==> src/design/hxd_pkg.sv <==
package hxd_pkg;

    // Frame limits.
    localparam int DATA_MAX  = 1024;
    localparam int FRAME_MAX = 8192;

    // Counter widths follow from the limits.
    localparam int CC_W = $clog2(FRAME_MAX + 1);
    localparam int DC_W = $clog2(DATA_MAX + 1);

    // Fixed field widths of the result.
    localparam int INDEX_W  = 10;
    localparam int COUNT_W  = 11;
    localparam int SECTOR_W = 16;

    // Characters that the framing uses.
    localparam logic [7:0] CH_DOLLAR = 8'h24;
    localparam logic [7:0] CH_ZERO   = 8'h30;
    localparam logic [7:0] CH_NINE   = 8'h39;
    localparam logic [7:0] CH_X      = 8'h78;
    localparam logic [7:0] CH_LA     = 8'h61;
    localparam logic [7:0] CH_LF     = 8'h66;
    localparam logic [7:0] CH_UA     = 8'h41;
    localparam logic [7:0] CH_UF     = 8'h46;

    typedef enum logic [2:0] {
        ST_OK           = 3'd0,
        ST_NO_HEADER    = 3'd1,
        ST_SECTOR_RANGE = 3'd2,
        ST_BYTE_OVF     = 3'd3,
        ST_FRAME_OVF    = 3'd4
    } status_t;

    typedef enum logic {
        CFG_SECTOR_MIN = 1'b0,
        CFG_SECTOR_MAX = 1'b1
    } cfg_index_t;

    typedef struct packed {
        logic                is_status;
        logic [7:0]          decoded_byte;
        logic [INDEX_W-1:0]  byte_index;
        status_t             status_code;
        logic [SECTOR_W-1:0] sector_number;
        logic [COUNT_W-1:0]  byte_count;
        logic                last;
    } result_t;

    // Results of one transfer: an optional data byte, then an optional status.
    typedef struct packed {
        logic    push_data;
        logic    push_status;
        result_t data_res;
        result_t status_res;
    } push_t;

    // Hex digit value in five-bit two's complement; a non-hex character is -1.
    function automatic logic [4:0] hex_val(input logic [7:0] c);
        logic [7:0] d;
        begin
            d = 8'd0;
            if (c >= CH_ZERO && c <= CH_NINE) begin
                d = c - CH_ZERO;
            end else if (c >= CH_LA && c <= CH_LF) begin
                d = c - CH_LA + 8'd10;
            end else if (c >= CH_UA && c <= CH_UF) begin
                d = c - CH_UA + 8'd10;
            end else begin
                d = 8'hFF;
            end
            return d[4:0];
        end
    endfunction

    // 16*hi + lo, taken modulo 65536.
    function automatic logic [15:0] pair_val(input logic [7:0] hi, input logic [7:0] lo);
        logic [4:0]  hv;
        logic [4:0]  lv;
        logic [15:0] hx;
        logic [15:0] lx;
        begin
            hv = hex_val(hi);
            lv = hex_val(lo);
            hx = {{11{hv[4]}}, hv};
            lx = {{11{lv[4]}}, lv};
            return (hx << 4) + lx;
        end
    endfunction

endpackage

==> src/design/hxd_if.sv <==
interface hxd_in_if;
    logic       valid;
    logic       ready;
    logic [7:0] char_in;
    logic       frame_end;

    modport source (output valid, output char_in, output frame_end, input ready);
    modport sink   (input valid, input char_in, input frame_end, output ready);
endinterface

interface hxd_out_if;
    logic        valid;
    logic        ready;
    logic        is_status;
    logic [7:0]  decoded_byte;
    logic [9:0]  byte_index;
    logic [2:0]  status_code;
    logic [15:0] sector_number;
    logic [10:0] byte_count;
    logic        last;

    modport source (output valid, output is_status, output decoded_byte, output byte_index,
                    output status_code, output sector_number, output byte_count,
                    output last, input ready);
    modport sink   (input valid, input is_status, input decoded_byte, input byte_index,
                    input status_code, input sector_number, input byte_count,
                    input last, output ready);
endinterface

==> src/design/hxd_core.sv <==
module hxd_core (
    input  logic               clk,
    input  logic               rst_n,
    input  logic               fire,
    input  logic [7:0]         char_in,
    input  logic               frame_end,
    input  logic               cfg_we,
    input  logic               cfg_index,
    input  logic [15:0]        cfg_data,
    output hxd_pkg::push_t     push
);

    typedef enum logic [1:0] {
        PH_HUNT,
        PH_DATA,
        PH_STOP
    } phase_t;

    logic [39:0]               recent_reg, recent_next;
    phase_t                    phase_reg, phase_next;
    logic [2:0]                tblock_reg, tblock_next;
    logic [hxd_pkg::CC_W-1:0]  cc_reg, cc_next;
    logic [hxd_pkg::DC_W-1:0]  dc_reg, dc_next;
    logic [15:0]               sector_reg, sector_next;
    hxd_pkg::status_t          fault_reg, fault_next;
    logic [15:0]               smin_reg, smax_reg;

    logic [47:0]               win;
    logic [7:0]                c0, c1, c2, c3, c4, c5;
    logic [15:0]               hdr_val;
    logic                      emit;
    hxd_pkg::status_t          code;

    function automatic logic [7:0] hdr_pair_byte(input logic [7:0] hi, input logic [7:0] lo);
        logic [15:0] v;
        begin
            v = hxd_pkg::pair_val(hi, lo);
            return v[7:0];
        end
    endfunction

    // Configuration registers.
    always_ff @(posedge clk or negedge rst_n)
    begin
        if (!rst_n) begin
            smin_reg <= 16'd0;
            smax_reg <= 16'hFFFF;
        end else if (cfg_we) begin
            case (hxd_pkg::cfg_index_t'(cfg_index))
                hxd_pkg::CFG_SECTOR_MIN: smin_reg <= cfg_data;
                hxd_pkg::CFG_SECTOR_MAX: smax_reg <= cfg_data;
                default: ;
            endcase
        end
    end

    // Character window including the new character.
    assign win     = {recent_reg, char_in};
    assign c0      = win[7:0];
    assign c1      = win[15:8];
    assign c2      = win[23:16];
    assign c3      = win[31:24];
    assign c4      = win[39:32];
    assign c5      = win[47:40];
    assign hdr_val = hxd_pkg::pair_val(c2, c1);

    // Frame decoding for one transfer.
    always_comb
    begin
        recent_next = win[39:0];
        phase_next  = phase_reg;
        tblock_next = tblock_reg;
        cc_next     = cc_reg;
        dc_next     = dc_reg;
        sector_next = sector_reg;
        fault_next  = fault_reg;
        emit        = 1'b0;
        code        = hxd_pkg::ST_OK;

        if (cc_reg < hxd_pkg::CC_W'(hxd_pkg::FRAME_MAX)) begin
            cc_next = cc_reg + 1'b1;
        end
        if (cc_next >= hxd_pkg::CC_W'(hxd_pkg::FRAME_MAX)) begin
            fault_next = hxd_pkg::ST_FRAME_OVF;
            phase_next = PH_STOP;
        end

        case (phase_next)
            PH_HUNT:
            begin
                if (c5 == hxd_pkg::CH_DOLLAR && c4 == hxd_pkg::CH_ZERO &&
                    c3 == hxd_pkg::CH_X && c0 == hxd_pkg::CH_DOLLAR) begin
                    sector_next = hdr_val;
                    if (hdr_val >= smin_reg && hdr_val <= smax_reg) begin
                        phase_next  = PH_DATA;
                        tblock_next = 3'd3;
                    end else begin
                        fault_next = hxd_pkg::ST_SECTOR_RANGE;
                        phase_next = PH_STOP;
                    end
                end
            end
            PH_DATA:
            begin
                if (tblock_reg != 3'd0) begin
                    tblock_next = tblock_reg - 3'd1;
                end else if (c3 == hxd_pkg::CH_ZERO && c2 == hxd_pkg::CH_X) begin
                    if (dc_reg < hxd_pkg::DC_W'(hxd_pkg::DATA_MAX)) begin
                        emit        = 1'b1;
                        dc_next     = dc_reg + 1'b1;
                        tblock_next = 3'd4;
                    end else begin
                        fault_next = hxd_pkg::ST_BYTE_OVF;
                        phase_next = PH_STOP;
                    end
                end
            end
            default: ;
        endcase

        // Closing status: a fault wins, then a missing header.
        if (fault_next != hxd_pkg::ST_OK) begin
            code = fault_next;
        end else if (phase_next == PH_HUNT) begin
            code = hxd_pkg::ST_NO_HEADER;
        end

        push.push_data                = fire && emit;
        push.push_status              = fire && frame_end;
        push.data_res.is_status       = 1'b0;
        push.data_res.decoded_byte    = hdr_pair_byte(c1, c0);
        push.data_res.byte_index      = hxd_pkg::INDEX_W'(dc_reg);
        push.data_res.status_code     = hxd_pkg::ST_OK;
        push.data_res.sector_number   = sector_reg;
        push.data_res.byte_count      = '0;
        push.data_res.last            = 1'b0;
        push.status_res.is_status     = 1'b1;
        push.status_res.decoded_byte  = 8'd0;
        push.status_res.byte_index    = '0;
        push.status_res.status_code   = code;
        push.status_res.sector_number = sector_next;
        push.status_res.byte_count    = hxd_pkg::COUNT_W'(dc_next);
        push.status_res.last          = 1'b1;

        // The status ends the frame and clears its state.
        if (frame_end) begin
            recent_next = 40'd0;
            phase_next  = PH_HUNT;
            tblock_next = 3'd0;
            cc_next     = '0;
            dc_next     = '0;
            sector_next = 16'd0;
            fault_next  = hxd_pkg::ST_OK;
        end
    end

    // Frame state.
    always_ff @(posedge clk or negedge rst_n)
    begin
        if (!rst_n) begin
            recent_reg <= 40'd0;
            phase_reg  <= PH_HUNT;
            tblock_reg <= 3'd0;
            cc_reg     <= '0;
            dc_reg     <= '0;
            sector_reg <= 16'd0;
            fault_reg  <= hxd_pkg::ST_OK;
        end else if (fire) begin
            recent_reg <= recent_next;
            phase_reg  <= phase_next;
            tblock_reg <= tblock_next;
            cc_reg     <= cc_next;
            dc_reg     <= dc_next;
            sector_reg <= sector_next;
            fault_reg  <= fault_next;
        end
    end

    // The byte counter never passes its limit.
    assert property (@(posedge clk) disable iff (!rst_n)
        dc_reg <= hxd_pkg::DC_W'(hxd_pkg::DATA_MAX))
        else $error("data count above limit");

    // Decoding only runs while no fault is recorded.
    assert property (@(posedge clk) disable iff (!rst_n)
        phase_reg == PH_DATA |-> fault_reg == hxd_pkg::ST_OK)
        else $error("decoding with a fault recorded");

    // A status transfer leaves a cleared frame behind.
    assert property (@(posedge clk) disable iff (!rst_n)
        push.push_status |=> cc_reg == '0 && dc_reg == '0 && phase_reg == PH_HUNT)
        else $error("frame state not cleared after status");

endmodule

==> src/design/hxd_fifo.sv <==
module hxd_fifo (
    input  logic             clk,
    input  logic             rst_n,
    input  hxd_pkg::push_t   push,
    output logic             has_room,
    output logic             out_valid,
    input  logic             out_ready,
    output hxd_pkg::result_t out_res
);

    localparam int DEPTH = 4;
    localparam int PTR_W = $clog2(DEPTH);
    localparam int CNT_W = $clog2(DEPTH + 1);

    hxd_pkg::result_t   mem [DEPTH];
    logic [PTR_W-1:0]   wr_reg, wr_next;
    logic [PTR_W-1:0]   rd_reg, rd_next;
    logic [CNT_W-1:0]   cnt_reg, cnt_next;
    logic [1:0]         n_push;
    logic               pop;
    hxd_pkg::result_t   first_res;

    // Room is kept for the two results one character can cause.
    assign has_room  = cnt_reg <= CNT_W'(DEPTH - 2);
    assign out_valid = cnt_reg != '0;
    assign out_res   = mem[rd_reg];
    assign pop       = out_valid && out_ready;
    assign n_push    = {1'b0, push.push_data} + {1'b0, push.push_status};
    assign first_res = push.push_data ? push.data_res : push.status_res;

    always_comb
    begin
        wr_next  = wr_reg + PTR_W'(n_push);
        rd_next  = rd_reg + PTR_W'(pop);
        cnt_next = cnt_reg + CNT_W'(n_push) - CNT_W'(pop);
    end

    // Result storage, written in transfer order.
    always_ff @(posedge clk)
    begin
        if (n_push != 2'd0) begin
            mem[wr_reg] <= first_res;
        end
        if (n_push == 2'd2) begin
            mem[wr_reg + PTR_W'(1)] <= push.status_res;
        end
    end

    always_ff @(posedge clk or negedge rst_n)
    begin
        if (!rst_n) begin
            wr_reg  <= '0;
            rd_reg  <= '0;
            cnt_reg <= '0;
        end else begin
            wr_reg  <= wr_next;
            rd_reg  <= rd_next;
            cnt_reg <= cnt_next;
        end
    end

    // The fill level stays within the storage.
    assert property (@(posedge clk) disable iff (!rst_n)
        cnt_reg <= CNT_W'(DEPTH))
        else $error("result queue overfilled");

    // Pointers and fill level move together.
    assert property (@(posedge clk) disable iff (!rst_n)
        cnt_reg[PTR_W-1:0] == wr_reg - rd_reg)
        else $error("result queue pointers disagree with fill level");

    // The fill level follows transfers in and out.
    assert property (@(posedge clk) disable iff (!rst_n)
        ##1 cnt_reg == $past(cnt_reg) + CNT_W'($past(n_push)) - CNT_W'($past(pop)))
        else $error("result queue fill level miscounted");

endmodule

==> src/design/hex_text_frame_decoder_top.sv <==
// Hex text frame decoder.
// in_ch carries one text character per transfer, with frame_end marking the
// last character of a frame. out_ch carries results: one data byte with its
// index for each '0xHH' token after a valid '$0xHH$' header, and one status
// transfer (last = 1) closing each frame with the code, sector and byte count.
// The character that closes a frame may give a data byte followed by its status.
// cfg_we / cfg_index / cfg_data write sector_min (index 0) and sector_max
// (index 1); write them only while no frame is in progress.
// Throughput: one character per cycle while the queue has room. The decode is
// a single combinational step from the accepted character and frame state into
// a four-entry result queue; a result is offered on out_ch in the cycle after
// its character at the earliest. in_ch.ready is high while the queue has room
// for two results, so a stalled receiver keeps characters flowing until three
// or more results wait, then input stops; no result is lost. Reset clears the
// frame state, the queue and the sector limits (0 and 65535).
module hex_text_frame_decoder_top (
    input  logic        clk,
    input  logic        rst_n,
    hxd_in_if.sink      in_ch,
    hxd_out_if.source   out_ch,
    input  logic        cfg_we,
    input  logic        cfg_index,
    input  logic [15:0] cfg_data
);

    hxd_pkg::push_t   push;
    hxd_pkg::result_t res;
    logic             has_room;
    logic             fire;

    assign in_ch.ready = has_room;
    assign fire        = in_ch.valid && has_room;

    // Frame decoding.
    hxd_core u_core (
        .clk       (clk),
        .rst_n     (rst_n),
        .fire      (fire),
        .char_in   (in_ch.char_in),
        .frame_end (in_ch.frame_end),
        .cfg_we    (cfg_we),
        .cfg_index (cfg_index),
        .cfg_data  (cfg_data),
        .push      (push)
    );

    // Result queue toward the receiver.
    hxd_fifo u_fifo (
        .clk       (clk),
        .rst_n     (rst_n),
        .push      (push),
        .has_room  (has_room),
        .out_valid (out_ch.valid),
        .out_ready (out_ch.ready),
        .out_res   (res)
    );

    assign out_ch.is_status     = res.is_status;
    assign out_ch.decoded_byte  = res.decoded_byte;
    assign out_ch.byte_index    = res.byte_index;
    assign out_ch.status_code   = res.status_code;
    assign out_ch.sector_number = res.sector_number;
    assign out_ch.byte_count    = res.byte_count;
    assign out_ch.last          = res.last;

endmodule
==> src/flat_wrapper.sv <==
// flat-port wrapper written by rule: the top's interface ports become plain ports
module hex_text_frame_decoder_top_flat 
  (clk, rst_n, cfg_we, cfg_index, cfg_data, in_ch_valid, in_ch_char_in, in_ch_frame_end, in_ch_ready, out_ch_valid, out_ch_is_status, out_ch_decoded_byte, out_ch_byte_index, out_ch_status_code, out_ch_sector_number, out_ch_byte_count, out_ch_last, out_ch_ready);
  hxd_in_if in_ch_i ();
  hxd_out_if out_ch_i ();
  input  logic clk;
  input  logic rst_n;
  input  logic cfg_we;
  input  logic cfg_index;
  input  logic [15:0] cfg_data;
  input wire logic [$bits(in_ch_i.valid)-1:0] in_ch_valid;
  input wire logic [$bits(in_ch_i.char_in)-1:0] in_ch_char_in;
  input wire logic [$bits(in_ch_i.frame_end)-1:0] in_ch_frame_end;
  output wire logic [$bits(in_ch_i.ready)-1:0] in_ch_ready;
  output wire logic [$bits(out_ch_i.valid)-1:0] out_ch_valid;
  output wire logic [$bits(out_ch_i.is_status)-1:0] out_ch_is_status;
  output wire logic [$bits(out_ch_i.decoded_byte)-1:0] out_ch_decoded_byte;
  output wire logic [$bits(out_ch_i.byte_index)-1:0] out_ch_byte_index;
  output wire logic [$bits(out_ch_i.status_code)-1:0] out_ch_status_code;
  output wire logic [$bits(out_ch_i.sector_number)-1:0] out_ch_sector_number;
  output wire logic [$bits(out_ch_i.byte_count)-1:0] out_ch_byte_count;
  output wire logic [$bits(out_ch_i.last)-1:0] out_ch_last;
  input wire logic [$bits(out_ch_i.ready)-1:0] out_ch_ready;
  assign in_ch_i.valid = in_ch_valid;
  assign in_ch_i.char_in = in_ch_char_in;
  assign in_ch_i.frame_end = in_ch_frame_end;
  assign in_ch_ready = in_ch_i.ready;
  assign out_ch_valid = out_ch_i.valid;
  assign out_ch_is_status = out_ch_i.is_status;
  assign out_ch_decoded_byte = out_ch_i.decoded_byte;
  assign out_ch_byte_index = out_ch_i.byte_index;
  assign out_ch_status_code = out_ch_i.status_code;
  assign out_ch_sector_number = out_ch_i.sector_number;
  assign out_ch_byte_count = out_ch_i.byte_count;
  assign out_ch_last = out_ch_i.last;
  assign out_ch_i.ready = out_ch_ready;
  hex_text_frame_decoder_top u_core (.clk(clk), .rst_n(rst_n), .in_ch(in_ch_i), .out_ch(out_ch_i), .cfg_we(cfg_we), .cfg_index(cfg_index), .cfg_data(cfg_data));
endmodule
==> config.mk <==
export PLATFORM = sky130hd
export DESIGN_NAME = hex_text_frame_decoder_top_flat
export DESIGN_NICKNAME = d
export VERILOG_FILES = /design/src/design/hxd_pkg.sv /design/src/design/hxd_if.sv /design/src/design/hxd_core.sv /design/src/design/hxd_fifo.sv /design/src/design/hex_text_frame_decoder_top.sv /design/src/flat_wrapper.sv
export SDC_FILE = /design/constraint.sdc
export NUM_CORES = 1
export LEC_CHECK = 0
export BUFFER_PORTS_ARGS = -buffer_cell sky130_fd_sc_hd__buf_2
export CAP_MARGIN = 15
export CORE_ASPECT_RATIO = 0.5
export CORE_MARGIN = 2
export CORE_UTILIZATION = 55
export DETAILED_ROUTE_END_ITERATION = 10
export PLACE_DENSITY = 0.87
export SKIP_LAST_GASP = 1
export SLEW_MARGIN = 10
export SYNTH_ARGS = -nofsm -noshare
export SYNTH_HDL_FRONTEND = slang
export SYNTH_SLANG_ARGS = --single-unit
==> constraint.sdc <==
create_clock -name clk -period 4.77 [get_ports clk]
set_input_delay 0.954 -clock clk [delete_from_list [all_inputs] [get_ports clk]]
set_output_delay 0.954 -clock clk [all_outputs]
set_load 0.03 [all_outputs]
# Word-level counts from Yosys, hierarchy flattened

Memories as Yosys holds them, arrays and structs flattened.
Cells that the tools add are included.

Register bits after elaboration: 128
RAM bits: 200
Input port bits: 31
Output and inout bits: 52
Logic and storage cells: 158
Memories kept: 1

Add/sub/neg operators: 26
Order comparisons: 24
Equality and inequality tests: 12
Multiplexer cells: 54
Bitwise logic cells: 1
Reduce and logical (&&, ||, !) cells: 28

Memory list:

| name              | words | bits a word | rd ports | clocked after memory_dff | write ports | RTL line       | text |
|---|---|---|---|---|---|---|---|
| u_core.u_fifo.mem | 4     | 50          | 1        | 0                        | 2           | hxd_fifo.sv:15 | `hxd_pkg::result_t mem [DEPTH];` |

Operator list:

| kind                  | number |
|---|---|
| $mux 11               | 5 |
| $mux 50               | 1 |
| $ge 8x7->1 const B    | 6 |
| $le 8x7->1 const B    | 6 |
| $mux 16               | 3 |
| $mux 5                | 9 |
| $mux 3                | 14 |
| $mux 40               | 1 |
| $eq 8x6->1 const B    | 4 |
| $add 5x4->5 const B   | 6 |
| $sub 5x1->5 const B   | 6 |
| $mux 14               | 2 |
| $ge 8x6->1 const B    | 3 |
| $le 8x6->1 const B    | 3 |
| $logic_and 1x1->1     | 18 |
| $eq 8x7->1 const B    | 2 |
| $ge 16x16->1          | 1 |
| $le 16x16->1          | 1 |
| $sub 5x5->5 const B   | 3 |
| $add 14x1->14 const B | 1 |
| $ge 14x14->1 const B  | 1 |
| $lt 14x14->1 const B  | 1 |
| $mux 2                | 7 |
| $pmux 3 s2            | 2 |
| other kinds (24)      | 39 |

# Logic depth before layout (Yosys ltp)

Word-level depth: 15
Mapped depth: 22
Depth with buffers taken out: 22

# Modules after synthesis

From an unflattened synthesis, not the netlist that was laid out.

Cell total of the unflattened synthesis: 1,592
Area, all modules: 18,935.7 µm²

By module, submodules not included:

| module                     | instances | cells each | area an instance (µm²) | seq. area each (µm²) |
|---|---|---|---|---|
| hxd_fifo                   | 1         | 775        | 11,312.1               | 6,180.9 |
| hxd_core                   | 1         | 816        | 7,617.3                | 3,047.9 |
| hex_text_frame_decoder_top | 1         | 1          | 6.3                    | 0.0 |

# Worst setup path before layout

OpenSTA, ideal clock, no wires.

Kind: register to register
Start point: reg u_core.u_core.recent_reg[0]
End point: mem u_core.u_fifo.mem[1][28] (netlist name) (data pin)
Library setup time: 0.139 ns
Arrival: 4.724 ns
Required time: 4.631 ns
Path slack: -0.093 ns
Stages on the path, launching flop included: 19
Path buffers: 0
Clock period less this slack: 4.863 ns
Cell sequence: dfrtp_1 inv_1 ha_1 o21bai_1 a2111oi_0 a21oi_1 ha_1 a21o_1 a21oi_1 maj3_1 a21o_1 ha_1 nand4_1 or3_1 a21o_1 o211a_1 o2111ai_1 or4b_4 nor2_1

RTL lines:

| element                | RTL line        | text |
|---|---|---|
| start, declared        | hxd_core.sv:19  | `logic [39:0] recent_reg, recent_next;` |
| start signal, assigned | hxd_core.sv:169 | `recent_reg <= recent_next;` |
| end, declared          | hxd_fifo.sv:15  |  |

==> impl_metrics.ini <==
[run]
drv_cap = 0

[global_route]
grt_use_total_pct = 26.23
grt_remaining_overflow = 0
grt_pass1_wl_um = 61160
first_global_vias = 11790
grt_antenna_before_repair = 2
grt_max_degree = 82

[route]
dr.pass1.iters = 5
wl_per_cell_um = 20.72
drtAntennaViolNets = 0
drc = 0
drt_iter0_drc = 1367
totalWireLength_um = 39220
vias_per_cell = 6.144
vias = 11630

[synth]
synth_cell_type_count = 79
ys.flop_type = edfxtp_1
yosysTopAreaCell = edfxtp_1
syn_avg_cell_area_um2 = 11.15
ys_warn_count = 0
ys_seq_area_share_pct = 54.04
async_flop_share_pct = 39.51
netlist_instances = 1386
netlist_area_um2 = 15450
synth_edf_count = 120
synth_top_area_share_pct = 23.33
ys_ff_latch = 324
synthTopCellsByArea = edfxtp_1 23%, dfrtp_1 18%, dfxtp_1 9.8%
synth_fp_nets = 1480

[floorplanning]
die_x_um = 241.0
core_um2 = 27650
dieArea_um2 = 29520
start_util_pct = 55.86
core.rowCount = 43
die_y_um = 122.5
io_pins = 83

[sta]
slew_violations = 0
period_share_pct = 99.17
fin_skew_ns = 0.02074
finalCriticalPeriod_ns = 4.730
max_freq_mhz = 211.4
hold_violations = 0
max_slew_margin_pct = 29.69
worst_slew_pin_slew_ns = 1.055
finalSetupViolations = 0

[setup_path]
cp_data_required_time_ns = 5.18
worstSetupStartpointType = register
slowest_stage = or4b_4
cp_top_family = simple AND/OR/NAND/NOR gates
path_class = register to register
crit_fanout = 7
path_cells = inv_1, ha_1, nor2_1, o21ai_0, nand2_1, inv_1, nor2_1, o22a_1, ha_4, a21oi_2, maj3_2, a21o_4, buf_4, ha_1, nand2_1, nor2_2, nand4_1, o211ai_1, a31oi_1, or4b_4, nor2_2
cp-end-kind = register
worstPathArrival_ns = 5.15
r2r_start = u_core.u_core.recent_reg[8]
crit_buf_inv = 3
max_stage_delay_ns = 0.62
cp-startpoint = u_core.u_core.recent_reg[8]

[layout]
post-route-util_pct = 64.30
syn_to_final_growth_pct = 15.11
largest_register_ffs = 196
drive_above_1_share_pct = 22.93
layout_common_cells = 192 x nand2_1, 173 x nor2_1, 120 x edfxtp_1
fin_nets = 1579
layout_commonest_cell = nand2_1

[clock_network]
htreeDepth = 1
clock_latency_ns = 0.58
cts.sinks = 324
cts_buffer_depth = 3
tritoncts = done
cts-buffers-inserted = 30
clkTransAtPathRegs_ns = 0.07
cts-root-buf = clkbuf_16

[placement]
gp_congestion = 0.8662
hpwl_um = 24610
io_buffers = 82

[status]
status = finished clean

[pwr]
leakage_nw = 7.332
finalPower_w = 0.009313
peakVddDrop_mv = 0.3555
power_density_nw_per_um2 = 523.7

[hold_path]
hold_path_class = input port to async pin
-- stage by stage --
step	instances	hold WS, ns	TNS, ns	worst slack, ns	cell area (um^2)
5_1_grt	1892	0.4608	-1.006	-0.1832	17780
3_5_place_dp	1824	0.4344	-3.206	-0.3018	16410
4_1_cts	1882	0.4295	0	0.002255	17500
6_report	1893	0.4215	0	0.03953	17780
2_1_floorplan	1386	0.4175	0	0.03684	15450
3_3_place_gp	1824	0.4290	-0.4594	-0.08632	16410
-- logic make-up (layout without fill, tap and decap cells) --
family | Yosys count | in the layout | synth area share [%]
compound gates | 213 | 214 | 9.234
flops | 324 | 324 | 54.04
mux | 84 | 84 | 9.550
buf+inv | 144 | 266 | 3.774
other cells | 0 | 2 | 0
xor+xnor | 32 | 32 | 1.814
simple gates | 524 | 524 | 16.21
fa+ha+maj | 65 | 65 | 5.378
-- cells in the mapped netlist (11+ instances only) --
| master | number |
|---|---|
| nand2_1 | 193 |
| nor2_1 | 181 |
| edfxtp_1 | 120 |
| dfrtp_1 | 112 |
| o21ai_0 | 77 |
| dfxtp_1 | 76 |
| inv_1 | 70 |
| ha_1 | 60 |
| clkbuf_1 | 54 |
| mux4_2 | 49 |
| a22o_1 | 45 |
| nand3b_1 | 34 |
| a21oi_1 | 25 |
| mux2i_1 | 18 |
| xor2_1 | 18 |
| mux2_2 | 17 |
| dfstp_2 | 16 |
| xnor2_1 | 14 |
| nand4_1 | 12 |
| nand3_1 | 11 |
-- power by group --
| part | leakage [nW] | switching, W | internal, W | total (W) |
|---|---|---|---|---|
| registers | 3.44 | 0.000446 | 0.00316 | 0.00361 |
| logic | 3.38 | 0.00190 | 0.00137 | 0.00327 |
| clock network | 0.515 | 0.00107 | 0.00136 | 0.00244 |
-- final timing paths --
path / to / slack (ns) / cells after the start
max: u_core.u_fifo.mem[2][28] / 0.04 / 21
min: u_core.u_core.smin_reg[4] / 0.42 / 1
max reg2reg: u_core.u_fifo.mem[2][28] / 0.04 / 21
min reg2reg: u_core.u_fifo.mem[2][44] / 0.45 / 2
max in group asynchronous: u_core.u_core.recent_reg[0] / 3.31 / 2
min in group clk: u_core.u_fifo.mem[2][44] / 0.45 / 2
-- worst register-to-register path, stage by stage, from the launching register on --
cell	delay, ns
dfrtp_2	0.46
inv_1	0.09
ha_1	0.20
nor2_1	0.06
o21ai_0	0.21
nand2_1	0.09
inv_1	0.12
nor2_1	0.07
o22a_1	0.23
ha_4	0.29
a21oi_2	0.07
maj3_2	0.32
a21o_4	0.27
buf_4	0.15
ha_1	0.29
nand2_1	0.10
nor2_2	0.18
nand4_1	0.09
o211ai_1	0.36
a31oi_1	0.20
or4b_4	0.62
nor2_2	0.13
-- per-layer routing --
metal	share of wire (%)	vias up	track usage, %	wire length [um]
met5	0	-	0	0
li1	-	5129	-	-
met1	39	5755	32.93	15110
met3	8.3	128	5.218	3272
met2	49	618	45.24	19340
met4	3.8	0	10.34	1489
-- layout make-up --
type	instances	area, um^2
flip-flops and latches	324	8356
inverters	70	262.8
fillers	1883	9872
multi-input cells	919	6799
diodes	2	5.005
repair buffers	140	860.8
clock buffers	44	929.6
well taps	382	478.0
clock inverters	12	91.34
-- repair_timing --
item / 4_1_cts / 5_1_grt
endpoints found under the setup margin: 18 / 26
endpoints found under the hold margin: 0 / 0
pin swaps: 12 / 27
gates resized for setup: 14 / 41
setup buffers: 2 / 8
gates cloned: 0 / 1
hold buffers: 0 / 0
No activity file was read; power rests on OpenSTA's default activity.
